### config.mk
export PLATFORM = sky130hd
export DESIGN_NAME = byte_lane_and_wide_checksum
export DESIGN_NICKNAME = d
export VERILOG_FILES = /design/src/hw/rtl/blwc_pkg.sv /design/src/hw/rtl/blwc_out_fifo.sv /design/src/hw/rtl/byte_lane_and_wide_checksum.sv
export SDC_FILE = /design/constraint.sdc
export NUM_CORES = 2
export LEC_CHECK = 0
export ABC_AREA = 1
export BUFFER_PORTS_ARGS = -buffer_cell sky130_fd_sc_hd__buf_4
export CAP_MARGIN = 10
export CORE_MARGIN = 4
export CORE_UTILIZATION = 43
export DETAILED_ROUTE_END_ITERATION = 16
export PLACE_DENSITY = 0.67
export SYNTH_ARGS = -nofsm -noshare
export SYNTH_HDL_FRONTEND = slang
export SYNTH_SLANG_ARGS = --single-unit
### constraint.sdc
create_clock -name clk -period 7.45 [get_ports clk]
set_input_delay 0.3725 -clock clk [delete_from_list [all_inputs] [get_ports clk]]
set_output_delay 0.3725 -clock clk [all_outputs]
set_load 0.02 [all_outputs]
### src/hw/rtl/blwc_pkg.sv
// ----------------------------------------------------------------------------
// blwc_pkg
// shared types and constants of the byte lane and wide checksum block
// ----------------------------------------------------------------------------
package blwc_pkg;

	localparam int unsigned LANES      = 8;
	localparam int unsigned LANE_BITS  = 3;
	localparam int unsigned ASM_BITS   = 56;
	localparam int unsigned WIDE_BITS  = 64;
	localparam int unsigned WORD_BITS  = 32;
	localparam int unsigned IDX_BITS   = 4;

	// word index codes during a drain
	localparam logic [IDX_BITS-1:0] IDX_FIRST_LANE = 4'd0;
	localparam logic [IDX_BITS-1:0] IDX_WIDE_HI    = 4'd8;
	localparam logic [IDX_BITS-1:0] IDX_WIDE_LO    = 4'd9;

	// runs that may have ended without being fully drained
	localparam logic [1:0] MAX_JOBS = 2'd2;

	typedef struct packed {
		logic [WORD_BITS-1:0] sum_word;
		logic                 bad_offset;
		logic                 last_word;
	} item_t;

endpackage

### src/hw/rtl/blwc_out_fifo.sv
// ----------------------------------------------------------------------------
// blwc_out_fifo
// two-entry result queue between the drain reader and the output stream
// ----------------------------------------------------------------------------
module blwc_out_fifo
	import blwc_pkg::*;
(
	input  logic       clk,
	input  logic       arst_n,
	input  logic       push,
	input  item_t      push_item,
	input  logic       pop_ready,
	output logic       out_valid,
	output item_t      out_item,
	output logic [1:0] level
);

	item_t      slot_q [2];
	logic       wr_ptr_q;
	logic       rd_ptr_q;
	logic [1:0] cnt_q;
	logic       pop;

	assign out_valid = (cnt_q != 2'd0);
	assign out_item  = slot_q[rd_ptr_q];
	assign level     = cnt_q;
	assign pop       = out_valid && pop_ready;

	always_ff @(posedge clk) begin
		if (push) begin
			slot_q[wr_ptr_q] <= push_item;
		end
	end

	always_ff @(posedge clk or negedge arst_n) begin
		if (!arst_n) begin
			wr_ptr_q <= 1'b0;
			rd_ptr_q <= 1'b0;
			cnt_q    <= 2'd0;
		end else begin
			if (push) begin
				wr_ptr_q <= ~wr_ptr_q;
			end
			if (pop) begin
				rd_ptr_q <= ~rd_ptr_q;
			end
			cnt_q <= cnt_q + {1'b0, push} - {1'b0, pop};
		end
	end

endmodule

### src/hw/rtl/byte_lane_and_wide_checksum.sv
// ----------------------------------------------------------------------------
// byte_lane_and_wide_checksum
// eight byte-lane 32-bit sums and a 64-bit big-endian word sum over a byte
// stream, with a zeroed window, ten result words per image (one word for a
// run with a bad offset)
//
//  channel  dir  handshake          payload
//  -------  ---  -----------------  -----------------------------------------
//  s_*      in   s_tvalid/s_tready  s_tdata = data_byte, s_tlast = last_byte
//  m_*      out  m_tvalid/m_tready  m_tdata = sum_word, m_tuser = bad_offset,
//                                   m_tlast = last_word
//  cfg_*    in   cfg_wr_en          cfg_wr_data = mask_offset
//
//  one image byte per cycle while s_tready is high; the lane sums live in a 16 x 32 memory (two
//  banks, one per run) with a registered read, updated read-modify-write
//  a run's results come out at one word per cycle after its last byte while m_tready stays high
//  s_tready drops only while two ended runs still wait to be drained
//  reset is asynchronous and clears all control state and the running sums;
//  no clearing pass: per-entry valid bits stand for the zeroed lane sums
//  m_tready low holds back the drain reader, never the byte path directly
//
module byte_lane_and_wide_checksum
	import blwc_pkg::*;
#(
	parameter int unsigned MASK_LENGTH   = 40,
	parameter int unsigned POSITION_BITS = 32
) (
	input  logic        clk,
	input  logic        arst_n,
	// config
	input  logic        cfg_wr_en,
	input  logic [31:0] cfg_wr_data,   // mask_offset
	// byte stream in
	input  logic        s_tvalid,
	output logic        s_tready,
	input  logic [7:0]  s_tdata,       // [7:0] data_byte
	input  logic        s_tlast,       // last_byte
	// result stream out
	output logic        m_tvalid,
	input  logic        m_tready,
	output logic [31:0] m_tdata,       // [31:0] sum_word
	output logic        m_tuser,       // [0] bad_offset
	output logic        m_tlast        // last_word
);

	localparam int unsigned ADDR_BITS = LANE_BITS + 1;
	localparam int unsigned CMP_BITS  = 33;

	// configuration
	logic [31:0] mask_offset_q;

	// running state of the current run
	logic [POSITION_BITS-1:0] pos_q;
	logic [WIDE_BITS-1:0]     wide_q;
	logic [ASM_BITS-1:0]      asm_q;
	logic                     cur_q;      // bank of the current run

	// per-bank results of ended runs
	logic [WIDE_BITS-1:0] wide_res_q [2];
	logic                 bad_res_q  [2];

	// lane sum memory and its valid bits
	logic [WORD_BITS-1:0]   lane_mem [2*LANES];
	logic [2*LANES-1:0]     vld_q;

	// byte pipeline
	logic                   acc;
	logic [LANE_BITS-1:0]   lane;
	logic [CMP_BITS-1:0]    pos_c;
	logic [CMP_BITS-1:0]    start_c;
	logic [CMP_BITS-1:0]    end_c;
	logic                   in_win;
	logic [7:0]             byte_v;
	logic [WIDE_BITS-1:0]   word;
	logic [WIDE_BITS-1:0]   addend;
	logic [WIDE_BITS-1:0]   wide_nxt;
	logic                   bad_now;

	logic                   valid_s1;
	logic                   last_s1;
	logic [ADDR_BITS-1:0]   addr_s1;
	logic [7:0]             byte_s1;
	logic [WORD_BITS-1:0]   rd_s1;
	logic [WORD_BITS-1:0]   lane_new;

	// run bookkeeping
	logic [1:0]             jobs_q;     // ended runs not yet retired
	logic [1:0]             rdy_q;      // ended runs whose writes have landed

	// drain reader
	logic                   drain_act_q;
	logic                   dr_bank_q;
	logic [IDX_BITS-1:0]    dr_idx_q;
	logic                   start;
	logic                   issue;
	logic                   d1_valid_q;
	logic                   d1_bank_q;
	logic [IDX_BITS-1:0]    d1_idx_q;
	logic [WORD_BITS-1:0]   rd_d1;
	logic                   retire;
	item_t                  d1_item;
	item_t                  out_item;
	logic [1:0]             fifo_level;
	logic [2:0]             occ;
	logic                   pop;

	// ---------------- byte path, first stage ----------------
	assign s_tready = (jobs_q < MAX_JOBS);
	assign acc      = s_tvalid && s_tready;
	assign lane     = pos_q[LANE_BITS-1:0];

	// window test without wrap on 33 bits
	assign pos_c   = CMP_BITS'(pos_q);
	assign start_c = CMP_BITS'(mask_offset_q);
	assign end_c   = start_c + CMP_BITS'(MASK_LENGTH);
	assign in_win  = (pos_c >= start_c) && (pos_c < end_c);
	assign byte_v  = in_win ? 8'd0 : s_tdata;
	assign bad_now = (end_c > (pos_c + CMP_BITS'(1)));

	// big-endian word; a partial group is left-aligned (zero low bytes)
	assign word = {asm_q, byte_v};
	always_comb begin
		if (lane == LANE_BITS'(LANES - 1)) begin
			addend = word;
		end else if (s_tlast) begin
			addend = word << {~lane, 3'b000};
		end else begin
			addend = '0;
		end
	end
	assign wide_nxt = wide_q + addend;

	always_ff @(posedge clk or negedge arst_n) begin
		if (!arst_n) begin
			mask_offset_q <= '0;
			pos_q         <= '0;
			wide_q        <= '0;
			asm_q         <= '0;
			cur_q         <= 1'b0;
		end else begin
			if (cfg_wr_en) begin
				mask_offset_q <= cfg_wr_data;
			end
			if (acc) begin
				if (s_tlast) begin
					pos_q  <= '0;
					wide_q <= '0;
					asm_q  <= '0;
					cur_q  <= ~cur_q;
				end else begin
					pos_q  <= pos_q + POSITION_BITS'(1);
					wide_q <= wide_nxt;
					asm_q  <= (lane == LANE_BITS'(LANES - 1)) ? '0 : word[ASM_BITS-1:0];
				end
			end
		end
	end

	// final sums of a run, kept per bank until drained
	always_ff @(posedge clk) begin
		if (acc && s_tlast) begin
			wide_res_q[cur_q] <= wide_nxt;
			bad_res_q[cur_q]  <= bad_now;
		end
	end

	// ---------------- lane memory ----------------
	// port a: lane read for update, port b: drain read, one write port
	always_ff @(posedge clk) begin
		if (acc) begin
			rd_s1 <= lane_mem[{cur_q, lane}];
		end
		if (issue) begin
			rd_d1 <= lane_mem[{dr_bank_q, dr_idx_q[LANE_BITS-1:0]}];
		end
		if (valid_s1) begin
			lane_mem[addr_s1] <= lane_new;
		end
	end

	// same lane recurs only eight bytes later, and each run owns its bank,
	// so the write of stage two never races a read of the same entry
	assign lane_new = (vld_q[addr_s1] ? rd_s1 : '0) + WORD_BITS'(byte_s1);

	always_ff @(posedge clk) begin
		if (acc) begin
			addr_s1 <= {cur_q, lane};
			byte_s1 <= byte_v;
		end
	end

	always_ff @(posedge clk or negedge arst_n) begin
		if (!arst_n) begin
			valid_s1 <= 1'b0;
			last_s1  <= 1'b0;
			vld_q    <= '0;
		end else begin
			valid_s1 <= acc;
			last_s1  <= acc && s_tlast;
			// a bank is cleared as its drain retires, then set entry by entry
			for (int i = 0; i < 2*LANES; i++) begin
				if (retire && (ADDR_BITS'(i) >> LANE_BITS) == ADDR_BITS'(d1_bank_q)) begin
					vld_q[i] <= 1'b0;
				end else if (valid_s1 && addr_s1 == ADDR_BITS'(i)) begin
					vld_q[i] <= 1'b1;
				end
			end
		end
	end

	// ---------------- drain reader ----------------
	assign pop    = m_tvalid && m_tready;
	assign occ    = {1'b0, fifo_level} + {2'b00, d1_valid_q};
	assign start  = !drain_act_q && (rdy_q != 2'd0);
	assign issue  = drain_act_q && ((occ - {2'b00, pop}) <= 3'd1);
	assign retire = d1_valid_q && (d1_idx_q == IDX_WIDE_LO);

	always_ff @(posedge clk or negedge arst_n) begin
		if (!arst_n) begin
			jobs_q      <= '0;
			rdy_q       <= '0;
			drain_act_q <= 1'b0;
			dr_bank_q   <= 1'b0;
			dr_idx_q    <= IDX_FIRST_LANE;
			d1_valid_q  <= 1'b0;
		end else begin
			jobs_q <= jobs_q + {1'b0, acc && s_tlast} - {1'b0, retire};
			rdy_q  <= rdy_q + {1'b0, last_s1} - {1'b0, start};
			d1_valid_q <= issue;
			if (start) begin
				drain_act_q <= 1'b1;
				// an error run skips straight to its single word
				dr_idx_q    <= bad_res_q[dr_bank_q] ? IDX_WIDE_LO : IDX_FIRST_LANE;
			end else if (issue) begin
				if (dr_idx_q == IDX_WIDE_LO) begin
					drain_act_q <= 1'b0;
					dr_bank_q   <= ~dr_bank_q;
				end else begin
					dr_idx_q <= dr_idx_q + IDX_BITS'(1);
				end
			end
		end
	end

	always_ff @(posedge clk) begin
		if (issue) begin
			d1_bank_q <= dr_bank_q;
			d1_idx_q  <= dr_idx_q;
		end
	end

	// build the result word from memory or the saved wide sum
	always_comb begin
		d1_item.bad_offset = 1'b0;
		d1_item.last_word  = 1'b0;
		if (d1_idx_q == IDX_WIDE_HI) begin
			d1_item.sum_word = wide_res_q[d1_bank_q][WIDE_BITS-1:WORD_BITS];
		end else if (d1_idx_q == IDX_WIDE_LO) begin
			d1_item.last_word = 1'b1;
			if (bad_res_q[d1_bank_q]) begin
				d1_item.sum_word   = '0;
				d1_item.bad_offset = 1'b1;
			end else begin
				d1_item.sum_word = wide_res_q[d1_bank_q][WORD_BITS-1:0];
			end
		end else begin
			d1_item.sum_word = vld_q[{d1_bank_q, d1_idx_q[LANE_BITS-1:0]}] ? rd_d1 : '0;
		end
	end

	blwc_out_fifo u_out_fifo (
		.clk       (clk),
		.arst_n    (arst_n),
		.push      (d1_valid_q),
		.push_item (d1_item),
		.pop_ready (m_tready),
		.out_valid (m_tvalid),
		.out_item  (out_item),
		.level     (fifo_level)
	);

	assign m_tdata = out_item.sum_word;
	assign m_tuser = out_item.bad_offset;
	assign m_tlast = out_item.last_word;

endmodule

==> metrics.yaml <==
drt_iter0_markers: 5202
final_util_pct: 48.5
ys_types: 64
grt_max_degree: 112
p_clk_share_pct: 22.4
critPathBufInv: 5
cp_common_cell: "nand2_1"
regArea_um2: 29300
synth_commonest_cells: "918 x nand2_1, 791 x edfxtp_1, 720 x o21ai_0, 548 x inv_1, 494 x a21oi_1"
grt_pass1_wl_um: 259000
postSynthCellCount: 5617
intPower_mw: 13.6
cts_buffer_depth: 3
n_fill_cell: 11000
fp-row-count: 128
firstDrtPassIters: 6
seqPwrFrac_pct: 36.0
hold_class: "input port to flip-flop"
drt_wl_total_um: 173000
arrival_ps: 7440
syn_nets: 5838
swShare_pct: 42.9
core-area_um2: 122000
leakage_nw: 23.3
gp_congestion: 0.965
cts_tree: "built"
synth_ff_type: "edfxtp_1"
cts_buffers: 106
hold_viol_final: 0
grt_pass1_vias: 41800
crit_fanout: 9
synth_edf_count: 791
io_pins: 82
clk-insertion-delay-late_ps: 720
path_clk_slew_ps: 60
drc: 0
tightest_slew_ps: 1240
antenna_found_initial: 9
cp_top_family: "simple AND/OR/NAND/NOR gates"
layout-drive-gt1-share_pct: 8.14
clock_skew_ps: 45.5
ys_warn_count: 0
final_antenna_net_count: 0
p_comb_share_pct: 41.5
cts_sinks: 1010
seq_area_frac_synth_pct: 55.4
slowest_delay_ps: 500
maxCapViolCount: 0
fin_total_pwr_mw: 23.9
finalSetupViolations: 0
path_class: "flip-flop to flip-flop"
start_kind: "flip-flop"
p_sw_mw: 10.2
syn2layout_area_growth_pct: 12.1
vias_per_cell: 5.94
power_density_nw_per_um2: 404
num_vias: 43600
endpoint_kind: "flip-flop"
max-vdd-ir-drop_mv: 0.392
cp_slowest_cell: "xnor2_1"
die_w_um: 358
multi_input_area_um2: 20500
fp.dieH_um: 358
io_buffer_count: 81
dieArea_um2: 128000
hpwl_um: 107000
slew_violations: 0
post_drt_wl_per_cell_um: 23.6
synth_area_leaders: "edfxtp_1 45%, dfrtp_1 10%, o21ai_0 6.8%"
nets: 5845
synthesis.area_um2: 52800
avgSynthCellArea_um2: 9.40
timing.final.crit_share_pct: 93.8
outcome: "completed"
htree_levels: 3
gr-total-overflow: 0
fin_crit_ps: 6990
synthArstFlopShare_pct: 21.6
clock-root-buffer: "clkbuf_16"
yosysMostFrequentCell: "nand2_1"
synth_top_area_share_pct: 45.0
required_ps: 7900
grt_usage_pct: 26.5
start_util_pct: 43.3
relSlewSlack_pct: 16.7
max_freq_mhz: 143
ys_seq_elements: 1010
yosysTopAreaCell: "edfxtp_1"
worst reg2reg max path: cells and delay by family (launching register included):
family / cells / cell delay, ps
DFF: 1 / 390
buffers and inverters: 5 / 500
adders and majority gates: 3 / 810
xor gates and xnor gates: 1 / 500
AOI/OAI and AO/OA: 10 / 1720
and+or+nand+nor: 21 / 2790
power groups by stage:
stage | combinational (mW) | clock (mW) | sequential (mW)
after floorplan | 6.09 | 0 | 8.34
after global placement | 9.47 | 0 | 8.68
after detailed placement | 9.61 | 0 | 8.70
after CTS | 9.66 | 5.42 | 8.59
after global routing | 10.7 | 5.67 | 8.68
final | 9.92 | 5.35 | 8.60
cells by family after synthesis:
group           Yosys count  share of synthesized area [%]
compound gates         1752                           19.0
buf+inv                 877                           6.27
simple gates           1678                           13.1
xor+xnor                125                           2.07
fa+ha+maj               175                           4.19
flops                  1010                           55.4
flip-flops by register name, indices dropped and copies added, names as in the netlist, 4 cells and up, named ones only:
name / count
asm_q: 56
dr_idx_q: 4
wide_q: 64
wide_res_q: 128
mask_offset_q: 32
vld_q: 16
pos_q: 32
u_out_fifo.slot_q: 68
byte_s1: 8
d1_idx_q: 4
addr_s1: 4
rd_s1: 32
rd_d1: 32
lane_mem: 512
layout by cell type (no fill, tap or decap), types with 27 or more instances in the layout:
| master | n |
|---|---|
| a31oi_1 | 57 |
| dfrtp_1 | 211 |
| o211ai_1 | 73 |
| o2111ai_1 | 34 |
| nand4_1 | 34 |
| nand2_1 | 912 |
| o22ai_1 | 121 |
| xor2_1 | 83 |
| xnor2_1 | 40 |
| o21ai_0 | 717 |
| nor2_1 | 445 |
| dlygate4sd3_1 | 34 |
| a21oi_1 | 491 |
| inv_1 | 541 |
| nor3_1 | 37 |
| clkbuf_16 | 106 |
| edfxtp_1 | 791 |
| buf_4 | 176 |
| nand3_1 | 151 |
| ha_1 | 171 |
| a221oi_1 | 27 |
| a211oi_1 | 38 |
| o21ai_1 | 38 |
| o221ai_1 | 80 |
repair_timing:
item                                    4_1_cts  5_1_grt
endpoints found under the setup margin        0      109
endpoints found under the hold margin       143        0
hold buffers                                 34        0
gates resized for setup                       0       25
buffers inserted                              0        1
worst paths after layout:
kind	start	end	slack, ps	cells past startpoint
worst max-delay path	mask_offset_q[3]$_DFFE_PN0P_	wide_res_q[0][43]$_DFFE_PP_	460	40
max in group asynchronous	arst_n	wide_q[54]$_DFFE_PN0P_	5880	3
min in group asynchronous	arst_n	mask_offset_q[21]$_DFFE_PN0P_	330	2
worst min register to register	jobs_q[0]$_DFF_PN0_	jobs_q[0]$_DFF_PN0_	480	1
worst max register to register	mask_offset_q[3]$_DFFE_PN0P_	wide_res_q[0][43]$_DFFE_PP_	460	40
worst min-delay path	s_tdata[5]	asm_q[5]$_DFFE_PN0P_	90	3
metrics by stage:
step / cells / cell area [µm²] / TNS [ps] / setup WS [ps] / hold slack (ps)
finish: 7342 / 59200 / 0 / 459 / 85.0
global route: 7337 / 59200 / -19.5 / -9.77 / 90.5
CTS: 7329 / 59000 / 0 / 211 / 37.2
detailed placement: 7100 / 55100 / 0 / 262 / 471
global placement: 7100 / 55100 / 0 / 382 / 466
floorplan: 5617 / 52800 / 0 / 1480 / 76.9
cell type report:
type / instances / share of cell area, %
flip-flops and latches: 1010 / 49.4
diodes: 6 / 0.0254
inverters: 563 / 3.59
clock buffers: 122 / 4.64
multi-input cells: 3730 / 34.7
repair buffers: 213 / 2.88
clock inverters: 73 / 1.31
well taps: 1625 / 3.44
metal layers:
metal	GRT usage (%)	wire, µm
met1	34.1	67000
met2	43.3	80300
met3	4.99	16800
met4	12.8	9210
met5	0	13
No activity file was read; power rests on OpenSTA's default activity.
